File: config.mk
export PLATFORM = sky130hd
export DESIGN_NAME = status_face_animation_sequencer_top
export DESIGN_NICKNAME = d
export VERILOG_FILES = /design/src/hw/rtl/sfas_pkg.sv /design/src/hw/rtl/status_face_animation_sequencer_top.sv /design/src/hw/rtl/sfas_front.sv /design/src/hw/rtl/sfas_queue.sv /design/src/hw/rtl/sfas_exec.sv
export SDC_FILE = /design/constraint.sdc
export NUM_CORES = 1
export LEC_CHECK = 0
export ABC_AREA = 1
export BUFFER_PORTS_ARGS = -buffer_cell sky130_fd_sc_hd__buf_2
export CORE_ASPECT_RATIO = 1.25
export CORE_MARGIN = 1.5
export CORE_UTILIZATION = 59
export CTS_BUF_LIST = sky130_fd_sc_hd__clkbuf_4 sky130_fd_sc_hd__clkbuf_8
export CTS_CLUSTER_DIAMETER = 40
export DETAILED_ROUTE_END_ITERATION = 16
export HOLD_SLACK_MARGIN = 0.08
export PLACE_DENSITY = 0.79
export SETUP_SLACK_MARGIN = 0.5
export SYNTH_ARGS = -nofsm -noshare
export SYNTH_HDL_FRONTEND = slang
export SYNTH_HIERARCHICAL = 1
export SYNTH_SLANG_ARGS = --single-unit
File: constraint.sdc
create_clock -name clk -period 6.2 [get_ports clk]
set_input_delay 1.24 -clock clk [delete_from_list [all_inputs] [get_ports clk]]
set_output_delay 1.24 -clock clk [all_outputs]
set_load 0.1 [all_outputs]
File: src/hw/rtl/sfas_pkg.sv
// shared types and constants for the status face animation sequencer
// no dependencies; imported by every module of the block
package sfas_pkg;

  // request actions
  typedef enum logic [2:0] {
    ACT_POLL     = 3'd0,
    ACT_INIT     = 3'd1,
    ACT_STANDBY  = 3'd2,
    ACT_DOWNLOAD = 3'd3,
    ACT_COMPLETE = 3'd4,
    ACT_ERROR    = 3'd5,
    ACT_RUNNING  = 3'd6,
    ACT_USER     = 3'd7
  } action_t;

  // display modes
  typedef enum logic [2:0] {
    MODE_BOOT     = 3'd0,
    MODE_STANDBY  = 3'd1,
    MODE_DOWNLOAD = 3'd2,
    MODE_COMPLETE = 3'd3,
    MODE_ERROR    = 3'd4,
    MODE_RUNNING  = 3'd5,
    MODE_USER     = 3'd6
  } mode_t;

  // icons shown on the face
  typedef enum logic [3:0] {
    ICON_STANDBY    = 4'd0,
    ICON_LOOK_LEFT  = 4'd1,
    ICON_LOOK_RIGHT = 4'd2,
    ICON_BLINK      = 4'd3,
    ICON_DOWNLOAD   = 4'd4,
    ICON_COMPLETE   = 4'd5,
    ICON_ERROR      = 4'd6,
    ICON_RUNNING    = 4'd7,
    ICON_CLEAR      = 4'd8,
    ICON_USER       = 4'd9
  } icon_t;

  // configuration register indexes
  localparam logic [2:0] REG_FEEDBACK = 3'd0;
  localparam logic [2:0] REG_IDLE_MIN = 3'd1;
  localparam logic [2:0] REG_LOOK     = 3'd2;
  localparam logic [2:0] REG_HOLD     = 3'd3;
  localparam logic [2:0] REG_BLINK    = 3'd4;

  // register reset values
  localparam logic [15:0] FEEDBACK_RST = 16'd800;
  localparam logic [15:0] IDLE_MIN_RST = 16'd4500;
  localparam logic [11:0] LOOK_RST     = 12'd320;
  localparam logic [11:0] HOLD_RST     = 12'd120;
  localparam logic [11:0] BLINK_RST    = 12'd90;

  // lfsr seed and feedback taps
  localparam logic [15:0] LFSR_SEED = 16'hACE1;
  localparam logic [15:0] LFSR_TAPS = 16'hB400;

  // phase values in the idle cycle
  localparam logic [2:0] PHASE_LOOK    = 3'd1;
  localparam logic [2:0] PHASE_HOLD    = 3'd2;
  localparam logic [2:0] PHASE_RESTART = 3'd4;

  // classified request passed from front to back
  typedef struct packed {
    action_t     op;
    logic [31:0] now;
    logic [31:0] now_idle;   // now plus minimum idle wait
    logic [31:0] now_fb;     // now plus feedback time
  } cmd_t;

  // frame durations used by the back part
  typedef struct packed {
    logic [11:0] look_ms;
    logic [11:0] hold_ms;
    logic [11:0] blink_ms;
  } dur_t;

endpackage

File: src/hw/rtl/status_face_animation_sequencer_top.sv
// status face animation sequencer: an accepted request is registered in the
// queue, then its result in the result register; throughput one request per
// cycle while m_tready is high. the back part pops the queue head into the
// result register; QUEUE_DEPTH entries let the front accept under stall until full.
// synchronous reset restores config defaults, boot mode, lfsr seed 0xACE1
// and an empty queue; no clearing pass is needed.
// depends on sfas_pkg, sfas_front, sfas_queue, sfas_exec
module status_face_animation_sequencer_top
  import sfas_pkg::*;
#(
  parameter int QUEUE_DEPTH = 2
) (
  input  logic        clk,
  input  logic        rst,
  input  logic        cfg_we,
  input  logic [2:0]  cfg_index,
  input  logic [15:0] cfg_data,
  input  logic        s_tvalid,
  output logic        s_tready,
  input  logic [39:0] s_tdata,   // action[2:0], now_ms[34:3], zero pad
  output logic        m_tvalid,
  input  logic        m_tready,
  output logic [15:0] m_tdata    // icon_valid[0], icon[4:1], accepted[5], mode[8:6]
);

  cmd_t cmd;
  cmd_t head;
  dur_t dur;
  logic full;
  logic empty;
  logic pop;
  logic push;

  assign s_tready = !full;
  assign push     = s_tvalid && !full;

  // front: config registers and request classification
  sfas_front u_front (
    .clk       (clk),
    .rst       (rst),
    .cfg_we    (cfg_we),
    .cfg_index (cfg_index),
    .cfg_data  (cfg_data),
    .action    (s_tdata[2:0]),
    .now_ms    (s_tdata[34:3]),
    .cmd       (cmd),
    .dur       (dur)
  );

  // request queue
  sfas_queue #(
    .DEPTH (QUEUE_DEPTH)
  ) u_queue (
    .clk       (clk),
    .rst       (rst),
    .push      (push),
    .push_data (cmd),
    .full      (full),
    .pop       (pop),
    .empty     (empty),
    .head      (head)
  );

  // back: state update and result register
  sfas_exec u_exec (
    .clk      (clk),
    .rst      (rst),
    .empty    (empty),
    .head     (head),
    .dur      (dur),
    .pop      (pop),
    .m_tvalid (m_tvalid),
    .m_tready (m_tready),
    .m_tdata  (m_tdata)
  );

endmodule

File: src/hw/rtl/sfas_front.sv
// front part: configuration registers and request classification
// depends on sfas_pkg
module sfas_front
  import sfas_pkg::*;
(
  input  logic        clk,
  input  logic        rst,
  input  logic        cfg_we,
  input  logic [2:0]  cfg_index,
  input  logic [15:0] cfg_data,
  input  logic [2:0]  action,
  input  logic [31:0] now_ms,
  output cmd_t        cmd,
  output dur_t        dur
);

  logic [15:0] feedback_ms;
  logic [15:0] idle_wait;
  logic [11:0] look_ms;
  logic [11:0] hold_ms;
  logic [11:0] blink_ms;

  // configuration register writes, unknown indexes ignored
  always_ff @(posedge clk) begin
    if (rst) begin
      feedback_ms <= FEEDBACK_RST;
      idle_wait   <= IDLE_MIN_RST;
      look_ms     <= LOOK_RST;
      hold_ms     <= HOLD_RST;
      blink_ms    <= BLINK_RST;
    end else if (cfg_we) begin
      unique case (cfg_index)
        REG_FEEDBACK: feedback_ms <= cfg_data;
        REG_IDLE_MIN: idle_wait   <= cfg_data;
        REG_LOOK:     look_ms     <= cfg_data[11:0];
        REG_HOLD:     hold_ms     <= cfg_data[11:0];
        REG_BLINK:    blink_ms    <= cfg_data[11:0];
        default: ;
      endcase
    end
  end

  // classify the request and precompute the config-based deadlines
  always_comb begin
    cmd.op       = action_t'(action);
    cmd.now      = now_ms;
    cmd.now_idle = now_ms + {16'd0, idle_wait};
    cmd.now_fb   = now_ms + {16'd0, feedback_ms};
  end

  assign dur.look_ms  = look_ms;
  assign dur.hold_ms  = hold_ms;
  assign dur.blink_ms = blink_ms;

endmodule

File: src/hw/rtl/sfas_queue.sv
// short request queue between front and back parts
// depends on sfas_pkg
module sfas_queue
  import sfas_pkg::*;
#(
  parameter int DEPTH = 2
) (
  input  logic clk,
  input  logic rst,
  input  logic push,
  input  cmd_t push_data,
  output logic full,
  input  logic pop,
  output logic empty,
  output cmd_t head
);

  localparam int PTR_W = $clog2(DEPTH);
  localparam int CNT_W = $clog2(DEPTH + 1);
  localparam logic [PTR_W-1:0] LAST = PTR_W'(DEPTH - 1);
  localparam logic [CNT_W-1:0] FULL_CNT = CNT_W'(DEPTH);

  cmd_t             entry [DEPTH];
  logic [PTR_W-1:0] wr_ptr;
  logic [PTR_W-1:0] rd_ptr;
  logic [CNT_W-1:0] count;

  assign full  = (count == FULL_CNT);
  assign empty = (count == '0);
  assign head  = entry[rd_ptr];

  // storage
  always_ff @(posedge clk) begin
    if (push) begin
      entry[wr_ptr] <= push_data;
    end
  end

  // pointers and fill count
  always_ff @(posedge clk) begin
    if (rst) begin
      wr_ptr <= '0;
      rd_ptr <= '0;
      count  <= '0;
    end else begin
      if (push) begin
        wr_ptr <= (wr_ptr == LAST) ? '0 : wr_ptr + 1'b1;
      end
      if (pop) begin
        rd_ptr <= (rd_ptr == LAST) ? '0 : rd_ptr + 1'b1;
      end
      if (push && !pop) begin
        count <= count + 1'b1;
      end else if (pop && !push) begin
        count <= count - 1'b1;
      end
    end
  end

endmodule

File: src/hw/rtl/sfas_exec.sv
// back part: mode, deadline, lfsr and idle animation state, result register
// depends on sfas_pkg
module sfas_exec
  import sfas_pkg::*;
(
  input  logic        clk,
  input  logic        rst,
  input  logic        empty,
  input  cmd_t        head,
  input  dur_t        dur,
  output logic        pop,
  output logic        m_tvalid,
  input  logic        m_tready,
  output logic [15:0] m_tdata
);

  mode_t       ui_mode;
  logic [31:0] wake_time;
  logic [15:0] random_reg;
  logic [2:0]  anim_phase;
  logic        look_right;

  mode_t       ui_mode_next;
  logic [31:0] wake_time_next;
  logic [15:0] random_reg_next;
  logic [2:0]  anim_phase_next;
  logic        look_right_next;

  logic        res_valid;
  icon_t       res_icon;
  logic        res_acc;

  logic [15:0] lfsr_step;
  logic [31:0] standby_wake;
  logic [31:0] diff;
  logic        reached;
  logic [2:0]  phase_inc;
  logic [11:0] dur_sel;
  logic [31:0] frame_wake;

  // pop when the result register is free or being drained
  assign pop = !empty && (!m_tvalid || m_tready);

  // shared datapath pieces
  always_comb begin
    lfsr_step    = {1'b0, random_reg[15:1]} ^ (random_reg[0] ? LFSR_TAPS : 16'd0);
    standby_wake = head.now_idle + {20'd0, lfsr_step[11:0]};
    diff         = head.now - wake_time;
    reached      = !diff[31];
    phase_inc    = anim_phase + 3'd1;
    case (phase_inc)
      PHASE_LOOK: dur_sel = dur.look_ms;
      PHASE_HOLD: dur_sel = dur.hold_ms;
      default:    dur_sel = dur.blink_ms;
    endcase
    frame_wake = head.now + {20'd0, dur_sel};
  end

  // next state and result for the request at the queue head
  always_comb begin
    ui_mode_next    = ui_mode;
    wake_time_next  = wake_time;
    random_reg_next = random_reg;
    anim_phase_next = anim_phase;
    look_right_next = look_right;
    res_valid       = 1'b0;
    res_icon        = ICON_STANDBY;
    res_acc         = 1'b0;

    unique case (head.op)
      ACT_POLL: begin
        if (reached) begin
          if (ui_mode == MODE_COMPLETE || ui_mode == MODE_ERROR ||
              (ui_mode == MODE_STANDBY && phase_inc == PHASE_RESTART)) begin
            // (re)enter standby with a fresh random idle delay
            ui_mode_next    = MODE_STANDBY;
            random_reg_next = lfsr_step;
            wake_time_next  = standby_wake;
            anim_phase_next = 3'd0;
            look_right_next = lfsr_step[0];
            res_valid       = 1'b1;
          end else if (ui_mode == MODE_STANDBY) begin
            anim_phase_next = phase_inc;
            wake_time_next  = frame_wake;
            res_valid       = 1'b1;
            case (phase_inc)
              PHASE_LOOK: res_icon = look_right ? ICON_LOOK_RIGHT : ICON_LOOK_LEFT;
              PHASE_HOLD: res_icon = ICON_STANDBY;
              default:    res_icon = ICON_BLINK;
            endcase
          end
        end
      end
      ACT_INIT: begin
        ui_mode_next    = MODE_BOOT;
        wake_time_next  = 32'd0;
        anim_phase_next = 3'd0;
        look_right_next = 1'b0;
        res_valid       = 1'b1;
        res_icon        = ICON_CLEAR;
      end
      ACT_STANDBY: begin
        ui_mode_next    = MODE_STANDBY;
        random_reg_next = lfsr_step;
        wake_time_next  = standby_wake;
        anim_phase_next = 3'd0;
        look_right_next = lfsr_step[0];
        res_valid       = 1'b1;
      end
      ACT_DOWNLOAD: begin
        ui_mode_next   = MODE_DOWNLOAD;
        wake_time_next = 32'd0;
        res_valid      = 1'b1;
        res_icon       = ICON_DOWNLOAD;
      end
      ACT_COMPLETE: begin
        ui_mode_next   = MODE_COMPLETE;
        wake_time_next = head.now_fb;
        res_valid      = 1'b1;
        res_icon       = ICON_COMPLETE;
      end
      ACT_ERROR: begin
        ui_mode_next   = MODE_ERROR;
        wake_time_next = head.now_fb;
        res_valid      = 1'b1;
        res_icon       = ICON_ERROR;
      end
      ACT_RUNNING: begin
        ui_mode_next   = MODE_RUNNING;
        wake_time_next = 32'd0;
        res_valid      = 1'b1;
        res_icon       = ICON_RUNNING;
      end
      ACT_USER: begin
        if (ui_mode == MODE_RUNNING || ui_mode == MODE_USER) begin
          ui_mode_next = MODE_USER;
          res_valid    = 1'b1;
          res_icon     = ICON_USER;
          res_acc      = 1'b1;
        end
      end
      default: ;
    endcase
  end

  // state registers
  always_ff @(posedge clk) begin
    if (rst) begin
      ui_mode    <= MODE_BOOT;
      wake_time  <= 32'd0;
      random_reg <= LFSR_SEED;
      anim_phase <= 3'd0;
      look_right <= 1'b0;
    end else if (pop) begin
      ui_mode    <= ui_mode_next;
      wake_time  <= wake_time_next;
      random_reg <= random_reg_next;
      anim_phase <= anim_phase_next;
      look_right <= look_right_next;
    end
  end

  // result register
  always_ff @(posedge clk) begin
    if (rst) begin
      m_tvalid <= 1'b0;
    end else if (pop) begin
      m_tvalid <= 1'b1;
    end else if (m_tready) begin
      m_tvalid <= 1'b0;
    end
  end

  always_ff @(posedge clk) begin
    if (pop) begin
      m_tdata <= {7'd0, ui_mode_next, res_acc, res_icon, res_valid};
    end
  end

endmodule

==> out/results.tsv, run 1 <==
stage	metric	value	unit
routing	Post-Route WL	60800	µm
grt	vias in the first global route	17175	
cells_and_area	Fill cells	3117	
yosys	synthesis-stage register bit count	336	
power	LEAKAGE	0.0106	µW
timing	period utilization	0.761	
clock_tree	Sink Count	336	
cells_and_area	Biggest register	u_queue/entry	
critical_path	worst setup path category	reg2reg	
clock_tree	H-tree Lvls	2	
critical_path	worst-case reg-to-reg path depth	21	
routing	DR vias/cell	5.61	
yosys	share of the synthesized area in the top cell type	0.296	
cells_and_area	multi-input logic area	10200	µm²
floorplan	Die ar.	36700	µm²
critical_path	maximum fanout along the worst path	14	
routing	first-pass iteration count of the detailed router	6	
cells_and_area	Register Area	8800	µm²
clock_tree	CTS buffer count	53	
clock_tree	CTS tree	built	
critical_path	Worst Setup Start Kind	flop	
power	Worst VDD drop	0.210	mV
floorplan	Initial Util	0.596	
routing	# DRC	0	
critical_path	CP Data Arrival Time	5.26	ns
yosys	XOR/XNOR Fraction of Synth Area	0.0226	
grt	Tot GR Track Use	0.330	
yosys	Compound-Gate Fraction of Synth Area	0.0531	
yosys	simple-gate share of the synthesized area	0.298	
yosys	post-synthesis mux area share	0.0550	
yosys	sequential area share after synthesis	0.420	
critical_path	CP endpoint	u_exec/wake_time[28]$_SDFFE_PP0P_	
floorplan	row cnt	77	
timing	RSZ-0062 raised after global routing	no	
clock_tree	Reg clk slew, reported paths	0.06	ns
worst_hold_path	hold path start	u_exec/wake_time[19]$_SDFFE_PP0P_	
yosys	Ys Warns	6	
timing	Final Hold Vio Count	0	
clock_tree	post-CTS setup buffer count	0	
yosys	area share of fa/ha/maj cells after synthesis	0.0581	
timing	skew final	0.0330	ns
floorplan	IO Count	82	
yosys	async set-or-reset flop fraction in the synthesized netlist	0	
floorplan	Core Area	35200	µm²
grt	GRT Residual Overflow	0	
outcome	status	completed	
yosys	Post-Syn Instances	2735	
yosys	synthesized cell area	21000	µm²
yosys	ys flop type	edfxtp_1	
cells_and_area	Nets	2924	
critical_path	Setup crit end kind	flop	
critical_path	Critical Path RT	6.75	ns
cells_and_area	fin util	0.640	
clock_tree	clk root buf	clkbuf_8	
grt	pin count of the biggest net entering global routing	97	
floorplan	die height	214	µm
placed_design	gpl congestion	1.02	
worst_hold_path	HP Class	reg2reg	
yosys	most instantiated library cell after synthesis	nand2_1	
grt	first-pass GRT wire length	91200	µm
clock_tree	Hold Buf Count CTS	0	
critical_path	R2R Setup Slk	1.48	ns
yosys	Synth area leaders	edfxtp_1 30%, nand2_1 15%, dfxtp_1 12%	
cells_and_area	post-synthesis to final-layout area growth	7.41	%
yosys	post-synth top area cell	edfxtp_1	
clock_tree	worst skew pair latency	0.64	ns
clock_tree	post-CTS sizing	0	
cells_and_area	max FFs per register	198	
timing	Fin Setup TNS	0	ns
critical_path	reg2reg end	u_exec/wake_time[28]$_SDFFE_PP0P_	
yosys	Netlist cell types	51	
timing	minimum clock period	4.72	ns
yosys	top cells by count, synth	859 x nand2_1, 337 x inv_1, 279 x nor2_1, 241 x nand3_1, 207 x edfxtp_1	
yosys	largest family of logic cells by synthesized area	simple AND/OR/NAND/NOR gates	
grt	initial antenna violation count	1	
yosys	number of synthesized flops with an enable pin	207	
critical_path	r2r startpoint	u_exec/anim_phase[0]$_SDFFE_PP0P_	
timing	Worst slew margin	0.241	
routing	DR WL/cell	18.5	µm
timing	Fmax achieved	212	MHz
cells_and_area	layout cells sized above 1	0.111	
timing	Tightest Pin Transition	1.14	ns
cells_and_area	biggest regs	u_queue/entry: 198 flops, u_exec/wake_time: 32 flops	
routing	Final ANT Viol Nets	0	
placed_design	I/O Buffers	69	
timing	Final Max Tran Viols	0	
routing	Initial DRC Count	1594	
yosys	Mean Syn Cell Area	7.67	µm²
timing	final hold slack	0.465	ns
clock_tree	clock tree buffer depth	3	
placed_design	placed wire-length estimate	45800	µm
routing	total vias in the final route	18440	
run	max_cap viols	0	
floorplan	die width	172	µm
critical_path	CP startpoint	u_exec/anim_phase[0]$_SDFFE_PP0P_	
timing	# setup viols final	0	
power	PwrDens	430	nW/µm²
==> placed cells by master (no fill, tap or decap), types with 8 or more instances in the layout <==
cell type / count
a21oi_1: 87
buf_2: 69
buf_4: 8
clkbuf_4: 20
clkbuf_8: 54
clkinv_2: 10
dfxtp_1: 128
edfxtp_1: 207
ha_1: 91
inv_1: 336
mux2_2: 89
mux2_4: 10
nand2_1: 859
nand3_1: 241
nand3b_1: 16
nand4_1: 42
nor2_1: 277
nor3_1: 23
o211ai_1: 10
o21ai_0: 76
o21ai_1: 8
xnor2_1: 8
xor2_1: 46
==> where the power goes <==
group          switching (µW)  total (µW)  leakage, µW  internal [µW]
logic                    3220        4650      0.00700           1430
clock network             912        1990     0.000603           1080
registers                 201        3030      0.00299           2830
total                    4340        9670       0.0106           5340
==> how the worst min path moves through the flow <==
stage	end	slack, ns	depth (start not counted)
2_1_floorplan	u_exec/random_reg[15]$_SDFFE_PP1P_	0.43	2
4_1_cts	u_front/idle_wait[7]$_SDFFE_PP1P_	0.47	2
6_report	u_exec/wake_time[19]$_SDFFE_PP0P_	0.47	2
3_3_place_gp	u_front/hold_ms[4]$_SDFFE_PP1P_	0.44	2
3_5_place_dp	u_front/idle_wait[7]$_SDFFE_PP1P_	0.45	2
5_1_grt	u_exec/wake_time[22]$_SDFFE_PP0P_	0.48	2
==> layer usage <==
layer	GRT usage	part of all wire
met5	0	0
met4	0.171	0.049
met3	0.0378	0.067
met2	0.561	0.48
met1	0.415	0.41
==> logic make-up after synthesis <==
| group | after synthesis |
|---|---|
| flip-flops | 336 |
| AND/OR/NAND/NOR | 1492 |
| buffers and inverters | 454 |
| other | 1 |
| multiplexers | 99 |
| AO/OA/AOI/OAI | 204 |
| adder cells (fa/ha/maj) | 95 |
| XOR/XNOR | 54 |
==> stage by stage <==
step                      instances  worst slack, ns  power (µW)  instance area, µm²
after global placement         3184             1.75        7510               21400
after floorplan                2741             1.74        6450               21000
after global routing           3285             1.34       10300               22500
after CTS                      3284             1.60        9630               22500
after detailed placement       3184             1.66        7620               21400
final                          3285             1.48        9670               22500
==> critical path, cell delays in order, from the launching register on <==
cell and delay [ns]:
dfxtp_1 0.35, ha_1 0.21, inv_1 0.06, or2_2 0.10
nand2_1 0.07, inv_1 0.51, nand2_1 0.19, inv_1 0.55
nand2_1 0.10, nand3_1 0.21, ha_1 0.29, inv_1 0.09
fa_1 0.43, o21bai_1 0.47, nand2_1 0.10, nand3_1 0.24
nand3b_1 0.12, nand3_1 0.10, nand3_1 0.08, nand2_1 0.11
nand2_1 0.06, a21oi_1 0.15
==> cell type report <==
type,instances,area share
multi-input cells,1951,0.455
flip-flops and latches,336,0.391
inverters,344,0.0574
clock buffers,74,0.0397
well taps,474,0.0263
repair buffers,79,0.0198
clock inverters,26,0.0108
diodes,1,0.000111
Power figures use the tool's default switching activity.
==> run 2, diff against run 1 <==
- clock period: 6.2 -> 3.9 ns (I/O delays scaled with it)
==> out/results.tsv, run 2 (synthesized netlist as in run 1, its figures left out) <==
stage	metric	value	unit	change
grt	Tot GR Track Use	0.349		+0.0186
critical_path	most frequent CP cell	nand2_1		
critical_path	reg2reg end	u_exec/wake_time[10]$_SDFFE_PP0P_		
cells_and_area	max FFs per register	198		unchanged
run	max_cap viols	0		unchanged
critical_path	slowest stage cell on the critical path	dfxtp_4		
timing	skew final	0.0255	ns	-0.00755 ns
clock_tree	clk root buf	clkbuf_8		
worst_hold_path	Hold Path End	u_queue/entry[0][98]$_DFFE_PP_		
timing	RSZ-0062 raised after global routing	yes		
grt	vias in the first global route	17619		+2.6%
grt	initial antenna violation count	0		-1
floorplan	Core Area	35200	µm²	unchanged
power	LEAKAGE	0.0111	µW	+4.5%
floorplan	Initial Util	0.596		unchanged
routing	Post-Route WL	64100	µm	+5.5%
timing	minimum clock period	3.31	ns	-1.41 ns
timing	Worst slew margin	0.290		+0.0491
critical_path	worst-case reg-to-reg path depth	18		-14%
outcome	status	completed		
cells_and_area	layout cells sized above 1	0.153		+0.0418
cells_and_area	Fill cells	3003		-3.7%
critical_path	R2R Setup Slk	0.59	ns	-0.89 ns
cells_and_area	Biggest register	u_queue/entry		
routing	DR WL/cell	19.2	µm	+3.5%
cells_and_area	post-synthesis to final-layout area growth	12.4	%	
timing	Tightest Pin Transition	1.06	ns	-0.0721 ns
grt	first-pass GRT wire length	95400	µm	+4.6%
routing	DR vias/cell	5.60		-0.15%
cells_and_area	most frequent cells in the layout	838 x nand2_1, 332 x inv_1, 273 x nor2_1, 224 x nand3_1, 207 x edfxtp_1		
floorplan	die width	172	µm	unchanged
clock_tree	H-tree Lvls	2		unchanged
floorplan	Die ar.	36700	µm²	unchanged
cells_and_area	most common cell after layout, fill and taps aside	nand2_1		
routing	# DRC	0		unchanged
timing	Final Hold Vio Count	0		unchanged
grt	GR peak layer	met2		
grt	met1 usage	0.440		+0.0253
floorplan	row cnt	77		unchanged
critical_path	Worst Setup Start Kind	flop		
cells_and_area	diodes inserted	0		-1
critical_path	Critical Path RT	4.42	ns	-2.33 ns
critical_path	CP Data Arrival Time	3.83	ns	-1.43 ns
placed_design	I/O Buffers	69		unchanged
critical_path	Setup crit end kind	flop		
floorplan	die height	214	µm	unchanged
clock_tree	Sink Count	336		unchanged
critical_path	Worst Path Buf+Inv	4		unchanged
power	PwrDens	703	nW/µm²	+64%
timing	# setup viols final	0		unchanged
critical_path	Cell Chain, Critical Path	buf_12, mux2_2, ha_1, nand2_1, inv_2, nand3_1, nor3_4, and2b_1, nand2_1, nand2_1, nand2_2, nand3_4, nand2_8, inv_2, buf_4, nand2_1, nand2_1, nor2_1		
timing	Fin Setup TNS	0	ns	unchanged
cells_and_area	biggest regs	u_queue/entry: 198 flops, u_exec/wake_time: 32 flops		
clock_tree	CTS tree	built		
timing	Fmax achieved	302	MHz	+43%
placed_design	placed wire-length estimate	48200	µm	+5.2%
grt	GRT Residual Overflow	0		unchanged
grt	met2 usage	0.591		+0.0296
critical_path	Slowest Stage Delay on Critical Path	0.49	ns	-0.06 ns
grt	pin count of the biggest net entering global routing	69		-29%
routing	total vias in the final route	18759		+1.7%
timing	Final Max Tran Viols	0		unchanged
worst_hold_path	hold path cells	1		-1
clock_tree	clock tree buffer depth	3		unchanged
power	Worst VDD drop	0.399	mV	+90%
cells_and_area	Nets	2983		+2.0%
placed_design	gpl congestion	0.993		-2.4%
critical_path	worst setup path category	reg2reg		
floorplan	IO Count	82		unchanged
grt	GR Util met3	0.0441		+0.00628
worst_hold_path	HP Class	in2reg		
clock_tree	worst skew pair latency	0.64	ns	about the same
clock_tree	Reg clk slew, reported paths	0.06	ns	about the same
timing	period utilization	0.848		+0.0874
clock_tree	Hold Buf Count CTS	0		unchanged
worst_hold_path	hold path start	s_tdata[2]		
clock_tree	CTS buffer count	57		+7.5%
critical_path	Largest delay share family, worst path	simple AND/OR/NAND/NOR gates		
routing	Final ANT Viol Nets	0		unchanged
cells_and_area	fin util	0.670		+0.0296
routing	first-pass iteration count of the detailed router	6		unchanged
routing	Initial DRC Count	1629		+2.2%
critical_path	maximum fanout along the worst path	16		+2
## run 2: changes by cell type in the layout (fill, tap and decap cells not counted), moves of 10 or more
cell     previous run  this run
nand2_1           859       838
nand3_1           241       224
ha_1               91        80
ha_4                0        10
nand3_2             2        12
nand2_2             5        23
buf_4               8        51
## run 2: report_power, final
part / internal (µW) / total (µW) / switching (µW)
sequential: 4490 / 4750 / 254
clock: 1960 / 3490 / 1540
combinational: 2750 / 8310 / 5560
total: 9200 / 16600 / 7360
## run 2: worst max-delay path by stage
| stage | endpoint | cells after the start | slack [ns] | startpoint |
|---|---|---|---|---|
| 3_3_place_gp | u_exec/wake_time[28]$_SDFFE_PP0P_ | 23 | 0.13 | u_exec/anim_phase[1]$_SDFFE_PP0P_ |
| 2_1_floorplan | u_queue/entry[1][0]$_DFFE_PP_ | 4 | 0.51 | s_tvalid |
| 4_1_cts | u_exec/wake_time[18]$_SDFFE_PP0P_ | 25 | 0.51 | u_exec/anim_phase[1]$_SDFFE_PP0P_ |
| 6_report | u_exec/wake_time[10]$_SDFFE_PP0P_ | 18 | 0.59 | flop |
| 3_5_place_dp | u_exec/wake_time[28]$_SDFFE_PP0P_ | 23 | 0.02 | u_exec/anim_phase[1]$_SDFFE_PP0P_ |
| 5_1_grt | u_exec/wake_time[28]$_SDFFE_PP0P_ | 23 | 0.47 | u_exec/anim_phase[0]$_SDFFE_PP0P_ |
## run 2: per-stage QoR
step	total power, µW	setup slack (ns)	hold slack [ns]	std cells	area [µm²]
6_report	16600	0.593	0.335	3347	23600
5_1_grt	17500	0.470	0.322	3347	23600
4_1_cts	16200	0.508	0.310	3335	23200
3_5_place_dp	12400	0.0244	0.447	3223	21700
3_3_place_gp	12300	0.133	0.439	3223	21700
2_1_floorplan	10300	0.507	0.429	2741	21000
## run 2: repair_timing
action | CTS | global route
setup buffers | 4 | 12
endpoints found under the setup margin | 28 | 51
cloned | 0 | 0
pin swaps | 3 | 11
gates resized for setup | 42 | 53
## run 2: layout make-up
class                   count  area (µm²)  area share
multi-input cells        1951       10700       0.452
flip-flops and latches    336        8800       0.374
inverters                 344        1300      0.0551
repair buffers            134         942      0.0400
clock buffers              72         903      0.0383
well taps                 474         593      0.0252
clock inverters            36         362      0.0153
## run 2: metal layers
metal / part of all wire / routed length, µm / up-vias
li1: - / - / 9036
met1: 0.40 / 25400 / 8799
met2: 0.48 / 30500 / 744
met3: 0.079 / 5050 / 180
met4: 0.050 / 3180 / 0
met5: 0 / 0 / -
==> run 3, diff against run 2 <==
- ABC_AREA: 1 -> 0
- CORE_UTILIZATION: 59 -> 58
- PLACE_DENSITY: 0.79 -> 0.78
- clock period: 3.9 -> 3 ns (I/O delays scaled with it)
==> out/results.tsv, run 3 <==
stage	metric	value	unit	change
timing	period utilization	1.20		+0.355
run	max_cap viols	0		unchanged
floorplan	row cnt	72		-6.5%
power	total power	20500	µW	+24%
yosys	most instantiated library cell after synthesis	nand2_1		
timing	# setup viols final	61		+61
critical_path	worst setup path category	reg2reg		
clock_tree	H-tree Lvls	2		unchanged
timing	Fin Setup TNS	-27.28	ns	-27.28 ns
critical_path	Critical Path RT	3.49	ns	-0.93 ns
clock_tree	worst skew pair latency	0.62	ns	-0.02 ns
routing	Final ANT Viol Nets	0		unchanged
yosys	number of synthesized flops with an enable pin	207		unchanged
critical_path	Cell Chain, Critical Path	ha_4, xnor2_4, and2_4, nor2_4, and2_4, a221o_1, ha_1, a21oi_2, o211ai_1, o311a_1, o2111ai_2, nand2_2, and3_1, xor2_1, a221oi_2, a211oi_2		
yosys	Netlist cell types	71		+39%
cells_and_area	most common cell after layout, fill and taps aside	nand2_1		
timing	Final Max Tran Viols	0		unchanged
power	Worst VDD drop	0.631	mV	+58%
timing	Fmax achieved	277	MHz	-8.4%
yosys	synthesized cell area	18200	µm²	-13%
timing	Worst slew margin	0.433		+0.143
critical_path	Largest delay share family, worst path	compound AO/OA/AOI/OAI gates		
critical_path	CP Data Arrival Time	4.10	ns	+0.27 ns
yosys	synthesis-stage register bit count	336		unchanged
worst_hold_path	HP Class	in2reg		
grt	initial antenna violation count	0		unchanged
clock_tree	Reg clk slew, reported paths	0.06	ns	about the same
yosys	Mean Syn Cell Area	10.3	µm²	+34%
yosys	Ys Warns	6		unchanged
yosys	Post-Syn Instances	1770		-35%
timing	Setup WS post-layout	-0.610	ns	-1.20 ns
cells_and_area	most frequent cells in the layout	267 x nand2_1, 225 x buf_4, 207 x edfxtp_1, 131 x a21oi_1, 123 x dfxtp_1		
timing	final hold slack	0.181	ns	-0.154 ns
critical_path	Setup crit end kind	flop		
yosys	sequential area share after synthesis	0.483		+0.0636
timing	Tightest Pin Transition	0.847	ns	-0.216 ns
placed_design	I/O Buffers	69		unchanged
grt	vias in the first global route	15259		-13%
floorplan	die height	201	µm	-5.9%
outcome	status	finished, violations left		
floorplan	Core Area	30900	µm²	-12%
floorplan	Initial Util	0.589		-0.00698
clock_tree	Hold Buf Count CTS	0		unchanged
clock_tree	Sink Count	336		unchanged
routing	Initial DRC Count	1244		-24%
routing	total vias in the final route	15231		-19%
power	LEAKAGE	0.00911	µW	-18%
yosys	async set-or-reset flop fraction in the synthesized netlist	0		unchanged
yosys	Synth area leaders	edfxtp_1 34%, dfxtp_1 14%, ha_1 6.3%		
grt	first-pass GRT wire length	80500	µm	-16%
clock_tree	CTS tree	built		
outcome	failing checks	setup timing		
cells_and_area	layout cells sized above 1	0.346		+0.194
grt	Tot GR Track Use	0.318		-0.0310
cells_and_area	diodes inserted	0		unchanged
placed_design	placed wire-length estimate	36100	µm	-25%
cells_and_area	Nets	2221		-26%
critical_path	Slowest Stage Delay on Critical Path	0.38	ns	-0.11 ns
yosys	share of the synthesized area in the top cell type	0.341		+0.0449
critical_path	maximum fanout along the worst path	5		-11
cells_and_area	max FFs per register	198		unchanged
floorplan	IO Count	82		unchanged
timing	skew final	0.0237	ns	-0.00173 ns
timing	RSZ-0062 raised after global routing	yes		
routing	Post-Route WL	53600	µm	-16%
cells_and_area	Fill cells	1910		-36%
critical_path	most frequent CP cell	and2_4		
yosys	post-synth top area cell	edfxtp_1		
floorplan	die width	161	µm	-5.9%
placed_design	gpl congestion	0.963		-3.0%
cells_and_area	post-synthesis to final-layout area growth	29.2	%	
grt	pin count of the biggest net entering global routing	92		+33%
yosys	ys flop type	edfxtp_1		
cells_and_area	biggest regs	u_queue/entry: 198 flops, u_exec/wake_time: 32 flops		
grt	GRT Residual Overflow	0		unchanged
critical_path	Worst Path Buf+Inv	0		-4
cells_and_area	Biggest register	u_queue/entry		
floorplan	Die ar.	32500	µm²	-11%
routing	# DRC	0		unchanged
clock_tree	clk root buf	clkbuf_8		
timing	minimum clock period	3.61	ns	+0.303 ns
yosys	top cells by count, synth	275 x nand2_1, 207 x edfxtp_1, 156 x a21oi_1, 129 x dfxtp_1, 91 x ha_1		
critical_path	Worst Setup Start Kind	flop		
timing	Final Hold Vio Count	0		unchanged
routing	first-pass iteration count of the detailed router	7		+1
clock_tree	clock tree buffer depth	3		unchanged
power	PwrDens	874	nW/µm²	+24%
clock_tree	CTS buffer count	54		-5.3%
critical_path	slowest stage cell on the critical path	o311a_1		
routing	DR WL/cell	21.3	µm	+11%
routing	DR vias/cell	6.06		+8.1%
==> run 3: metrics by stage <==
step           area (µm²)   util  setup WS (ns)  instances
5_1_grt             23500  0.761         -0.764       2514
3_3_place_gp        20800  0.673         -0.572       2365
3_5_place_dp        20800  0.673         -0.700       2365
6_report            23500  0.761         -0.610       2514
4_1_cts             23000  0.744         -0.600       2503
2_1_floorplan       18800      -         -0.371       1776
==> run 3: path summary, 6_finish.rpt <==
check / startpoint / to / slack [ns] / cells after the start
setup reg to reg: u_exec/anim_phase[1]$_SDFFE_PP0P_ / u_exec/wake_time[27]$_SDFFE_PP0P_ / -0.61 / 16
hold / removal: s_tdata[2] / u_queue/entry[0][98]$_DFFE_PP_ / 0.18 / 1
setup / recovery: u_exec/anim_phase[1]$_SDFFE_PP0P_ / u_exec/wake_time[27]$_SDFFE_PP0P_ / -0.61 / 16
hold reg to reg: u_front/feedback_ms[4]$_SDFFE_PP0P_ / u_front/feedback_ms[4]$_SDFFE_PP0P_ / 0.46 / 2
==> run 3: power breakdown <==
part / switching [µW] / internal (µW) / leakage (µW)
Sequential: 323 / 5800 / 0.00299
Clock: 1870 / 2390 / 0.000623
Combinational: 5730 / 4430 / 0.00550
==> run 3: timing repair <==
action	CTS	global route
endpoints found under the hold margin	0	0
pin swaps	74	48
setup endpoints to repair	103	115
buffers inserted	32	10
cloned	5	1
gates resized for setup	131	83
==> run 3: area by class of cell <==
cell class / count / area (µm²) / share of cell area
multi-input cells: 1270 / 9980 / 0.424
flip-flops and latches: 336 / 8810 / 0.375
repair buffers: 342 / 2810 / 0.119
clock buffers: 83 / 1040 / 0.0440
well taps: 407 / 509 / 0.0217
inverters: 58 / 218 / 0.00926
clock inverters: 18 / 159 / 0.00676
==> run 3: cell families after synthesis <==
family	count (synthesis)	share of synthesized area
AO/OA/AOI/OAI	385	0.135
XOR/XNOR	129	0.0620
adder cells (fa/ha/maj)	95	0.0669
buffers and inverters	170	0.0461
flip-flops	336	0.483
multiplexers	115	0.0721
other	1	0.000206
AND/OR/NAND/NOR	539	0.134
==> run 3: routing by layer <==
metal	global-route usage	vias up	share of wire
met3	0.0416	188	0.059
met1	0.364	7358	0.37
met5	0	-	0
li1	-	6984	-
met2	0.557	701	0.50
met4	0.204	0	0.062
==> run 3: worst reg2reg max path: stages (launching register included) <==
cell and delay, ns:
dfxtp_4 0.36, ha_4 0.18, xnor2_4 0.16, and2_4 0.24, nor2_4 0.07, and2_4 0.15
a221o_1 0.28, ha_1 0.30, a21oi_2 0.15, o211ai_1 0.14, o311a_1 0.38, o2111ai_2 0.27
nand2_2 0.11, and3_1 0.17, xor2_1 0.15, a221oi_2 0.28, a211oi_2 0.10
